<file path="config.mk">
export PLATFORM = sky130hd
export DESIGN_NAME = ppd_cell
export DESIGN_NICKNAME = d
export VERILOG_FILES = /design/src/hw/rtl/ppd_pkg.sv /design/src/hw/rtl/ppd_cell.sv
export SDC_FILE = /design/constraint.sdc
export NUM_CORES = 1
export LEC_CHECK = 0
export BUFFER_PORTS_ARGS = -buffer_cell sky130_fd_sc_hd__buf_2
export CAP_MARGIN = 20
export CORE_AREA = 2 2 152 154
export DETAILED_ROUTE_END_ITERATION = 12
export DIE_AREA = 0 0 154 156
export PLACE_DENSITY = 0.58
export SYNTH_ARGS = -nofsm -noshare
export SYNTH_HDL_FRONTEND = slang
export SYNTH_SLANG_ARGS = --single-unit
</file>
<file path="constraint.sdc">
create_clock -name clk -period 3.8 [get_ports clk]
set_clock_uncertainty 0.05 [all_clocks]
set_input_delay 0.76 -clock clk [delete_from_list [all_inputs] [get_ports clk]]
set_output_delay 0.76 -clock clk [all_outputs]
set_load 0.05 [all_outputs]
</file>
<file path="src/hw/rtl/ppd_pkg.sv">
// Shared types and constants for the polygon presence detector.
// No dependencies; used by ppd_cell, ppd_tester and polygon_presence_detector.
`default_nettype none
package ppd_pkg;

    localparam int COORD_W       = 32;
    localparam int COUNT_W       = 7;
    localparam int INDEX_W       = 6;
    localparam int SLOT_LIMIT    = 2 ** INDEX_W;
    localparam int MAX_EDGES_DEF = 64;

    localparam logic [1:0] OP_EDGE  = 2'd0;
    localparam logic [1:0] OP_POINT = 2'd1;
    localparam logic [1:0] OP_END   = 2'd2;
    localparam logic [1:0] OP_NONE  = 2'd3;

    typedef struct packed {
        logic signed [COORD_W-1:0] x1;
        logic signed [COORD_W-1:0] y1;
        logic signed [COORD_W-1:0] x2;
        logic signed [COORD_W-1:0] y2;
    } edge_t;

    typedef struct packed {
        logic valid;
        logic live;
        logic first;
        logic last;
    } tst_req_t;

endpackage
`default_nettype wire

</file>
<file path="src/hw/rtl/ppd_cell.sv">
// One edge store cell of the rotating edge ring.
// Depends on ppd_pkg for edge_t.
`default_nettype none
module ppd_cell (
    input  wire logic           clk,
    input  wire logic           shift,
    input  wire logic           we,
    input  wire ppd_pkg::edge_t wdata,
    input  wire ppd_pkg::edge_t nbr,
    output ppd_pkg::edge_t      q
);
    import ppd_pkg::*;

    edge_t edge_reg;

    always_ff @(posedge clk)
    begin
        if (we)
        begin
            edge_reg <= wdata;
        end
        else if (shift)
        begin
            edge_reg <= nbr;
        end
    end

    assign q = edge_reg;

endmodule
`default_nettype wire

</file>
==> Implementation_results.wiki <==
{| class="wikitable"
! Metric !! Value
|-
| Die Footprint || 0.0240 mm²
|-
| H-tree lvl count || 4
|-
| Largest net degree at the start of global routing || 129
|-
| IO Count || 387
|-
| Placed wire-length estimate || 11.3 mm
|-
| Clock tree from TritonCTS || built
|-
| Crit path buffers/inverters || 2
|-
| Largest stage delay on the critical path || slightly above 0.4 ns
|-
| Min-delay worst type || input pin to flip-flop
|-
| Run status || finished, final reports clean
|-
| Violation count after the first detailed-route iteration || 195
|-
| Distinct cells, synth || 5
|-
| Placer's final routability congestion estimate || between 0.7 and 0.8
|-
| Relative contribution of the clock network to total power || between 30% and 40%
|-
| Global-route wire length before repair || about 22 mm
|-
| FF+latch count, synth || ~130
|-
| Sequential share of the synthesized area || 70.6%
|-
| Count of yosys warnings during synthesis || 0
|-
| Sort of element at the end of the critical path || flip-flop
|-
| Area of the core || approximately 0.022 mm²
|-
| Area share of the leading cell type in the synthesized netlist || 70.6%
|-
| Signal arrival time at the worst endpoint || 1.94 ns
|-
| Ratio of cells with drive above 1 in the final layout || 81.1%
|-
| Worst slew margin || 43.2%
|-
| Number of cells after detailed placement || 931
|-
| Max reg flops || approximately 130
|-
| Aggregate negative setup slack || 0 ns
|-
| Synth Net Count || 530
|-
| Category of cells accounting for the largest share of critical-path delay || buffers and inverters
|-
| Critical path startpoint category || input pin
|-
| Slew of the pin with the lowest slew margin || approximately 0.85 ns
|-
| Overall Global Routing Usage || between 10% and 20%
|-
| Number of CTS-inserted buffers || 17
|-
| Fill count || around 2,200
|-
| Switching component of the power || ~1.4 mW
|-
| Post-CTS sizing || 0
|-
| Avg Synthesized Cell Area || 20.1 µm²
|-
| Synthesized instance count || between 200 and 300
|-
| Number of placement rows || 55
|-
| Path type of the worst setup path || input pin to flip-flop
|-
| IO Port Bufs || 386
|-
| # setup viols final || 0
|-
| Chip Height || 156 µm
|-
| Sequential share of power || 40.0%
|-
| Peak fanout along the critical path || 128
|-
| Leading post-synthesis cells by cell area || sky130_fd_sc_hd__edfxtp_1, sky130_fd_sc_hd__mux2_2, sky130_fd_sc_hd__buf_6, sky130_fd_sc_hd__or2_2, sky130_fd_sc_hd__buf_2
|-
| Max-slew violations || 0
|-
| Power share of the combinational group || 23.1%
|-
| Max Clock Freq || 0.509 GHz
|-
| Die X || 154 µm
|-
| Initial Util || 24.3%
|-
| Aggregate global routing overflow || 0
|-
| Total routed wirelength || about 15 mm
|-
| Cell with the biggest individual delay on the critical path || sky130_fd_sc_hd__buf_12
|-
| Setup repair after global routing missed its margin || false
|-
| Number of hold buffers added after CTS || 0
|-
| Leakage || 3.63 nW
|-
| Via count of the first global-routing pass || 4,000
|-
| Buffer levels on the longest clock path || 2
|-
| Number of detailed-route iterations in the first pass || 4
|-
| Via Count || 3,903
|-
| Antenna Nets Post-Route || 0
|-
| Number of inserted diodes || 0
|-
| Via density per instance || 4.05
|-
| Maximum vdd drop || between 0.0002 and 0.00025 V
|-
| Final net count || 924
|-
| Clock transition at the registers of the reported paths || about 0.06 ns
|-
| Final critical path time including I/O delays and setup || 1.96 ns
|-
| Hold Fails Final Rpt || 0
|-
| Post-CTS repair timing setup buffer count || 0
|-
| Post-synthesis instance area || 0.00544 mm²
|-
| Routed length per placed instance || 15.8 µm
|-
| DRC violations left || 0
|-
| TritonCTS sink count || roughly 130
|-
| Required @ worst endpoint || 3.78 ns
|-
| Internal Pwr Total || 3.00 mW
|-
| Clock root buffer || sky130_fd_sc_hd__clkbuf_16
|-
| Count of max-cap constraint violations || 0
|-
| Crit share post-route || 51.7%
|-
| Synth-to-layout area growth || 50.9%
|-
| Critical Path, Cell by Cell || buf_4 > or2_4 > buf_12
|-
| Switch share || between 30% and 40%
|-
| Most area-hungry cell type in the Yosys netlist || sky130_fd_sc_hd__edfxtp_1
|-
| Power per standard cell area || 539 mW/mm²
|-
| Initial antenna violation count || 0
|-
| Non-filler instance count after layout || between 900 and 1,000
|}
==> power groups by stage <==
stage | Clock [mW] | Sequential (mW) | Combinational (mW)
after floorplan | 0 | 2.36 | 0.164
after CTS | 1.69 | 1.77 | 1.03
after global routing | 1.74 | 1.79 | 1.07
final | 1.63 | 1.77 | 1.02
after global placement | 0 | 1.80 | 1.03
after detailed placement | 0 | 1.80 | 1.03
==> per-stage QoR <==
stage                     hold slack, ns  setup WS [ns]  utilization, %  cell area [µm²]  power [mW]
after floorplan                    0.930          0.709               -             5440        2.53
after global placement              1.01           1.49            34.1             7630        2.83
after detailed placement            1.01           1.49            34.1             7630        2.83
after CTS                          0.570           1.90            36.7             8220        4.49
after global routing               0.574           1.82            36.7             8220        4.59
final                              0.599           1.84            36.7             8220        4.43
==> Yosys cell counts <==
cell type	n
sky130_fd_sc_hd__mux2_2	128
sky130_fd_sc_hd__buf_6	13
sky130_fd_sc_hd__buf_2	1
sky130_fd_sc_hd__or2_2	1
sky130_fd_sc_hd__edfxtp_1	128
==> cell type report <==
type                       count  area (µm²)  share of cell area (%)
clock buffer                  17         425                    5.18
clock inverter                15         158                    1.92
multi-input combinational    129        1450                    17.7
sequential                   128        3840                    46.8
tap                          285         357                    4.34
timing repair buffer         389        1980                    24.1
==> worst paths after layout <==
path	start	cells past startpoint	to	slack, ns
min	nbr[81]	2	q[81]$_DFFE_PP_	0.60
max	we	3	q[65]$_DFFE_PP_	1.84
==> layer usage <==
layer  wire length, µm  track usage, %
met5                 0               0
met4               250            4.94
met3              1070            3.89
met2              7880            20.9
met1              6060            13.9
==> cells in the final DEF (no fill, tap or decap), drive strengths merged <==
cell | Yosys | final
or2 | 1 | 1
clkbuf | 0 | 17
bufinv | 0 | 2
inv | 0 | 5
clkinvlp | 0 | 4
clkinv | 0 | 4
buf | 14 | 389
mux2 | 128 | 128
edfxtp | 128 | 128
==> cells by family (layout without fill, tap and decap cells) <==
kind of cell	after synthesis	after routing	share of synthesized area, %
muxes	128	128	26.5
DFF	128	128	70.6
buffers and inverters	14	421	2.78
and+or+nand+nor	1	1	0.115
No activity file was read; power rests on OpenSTA's default activity.
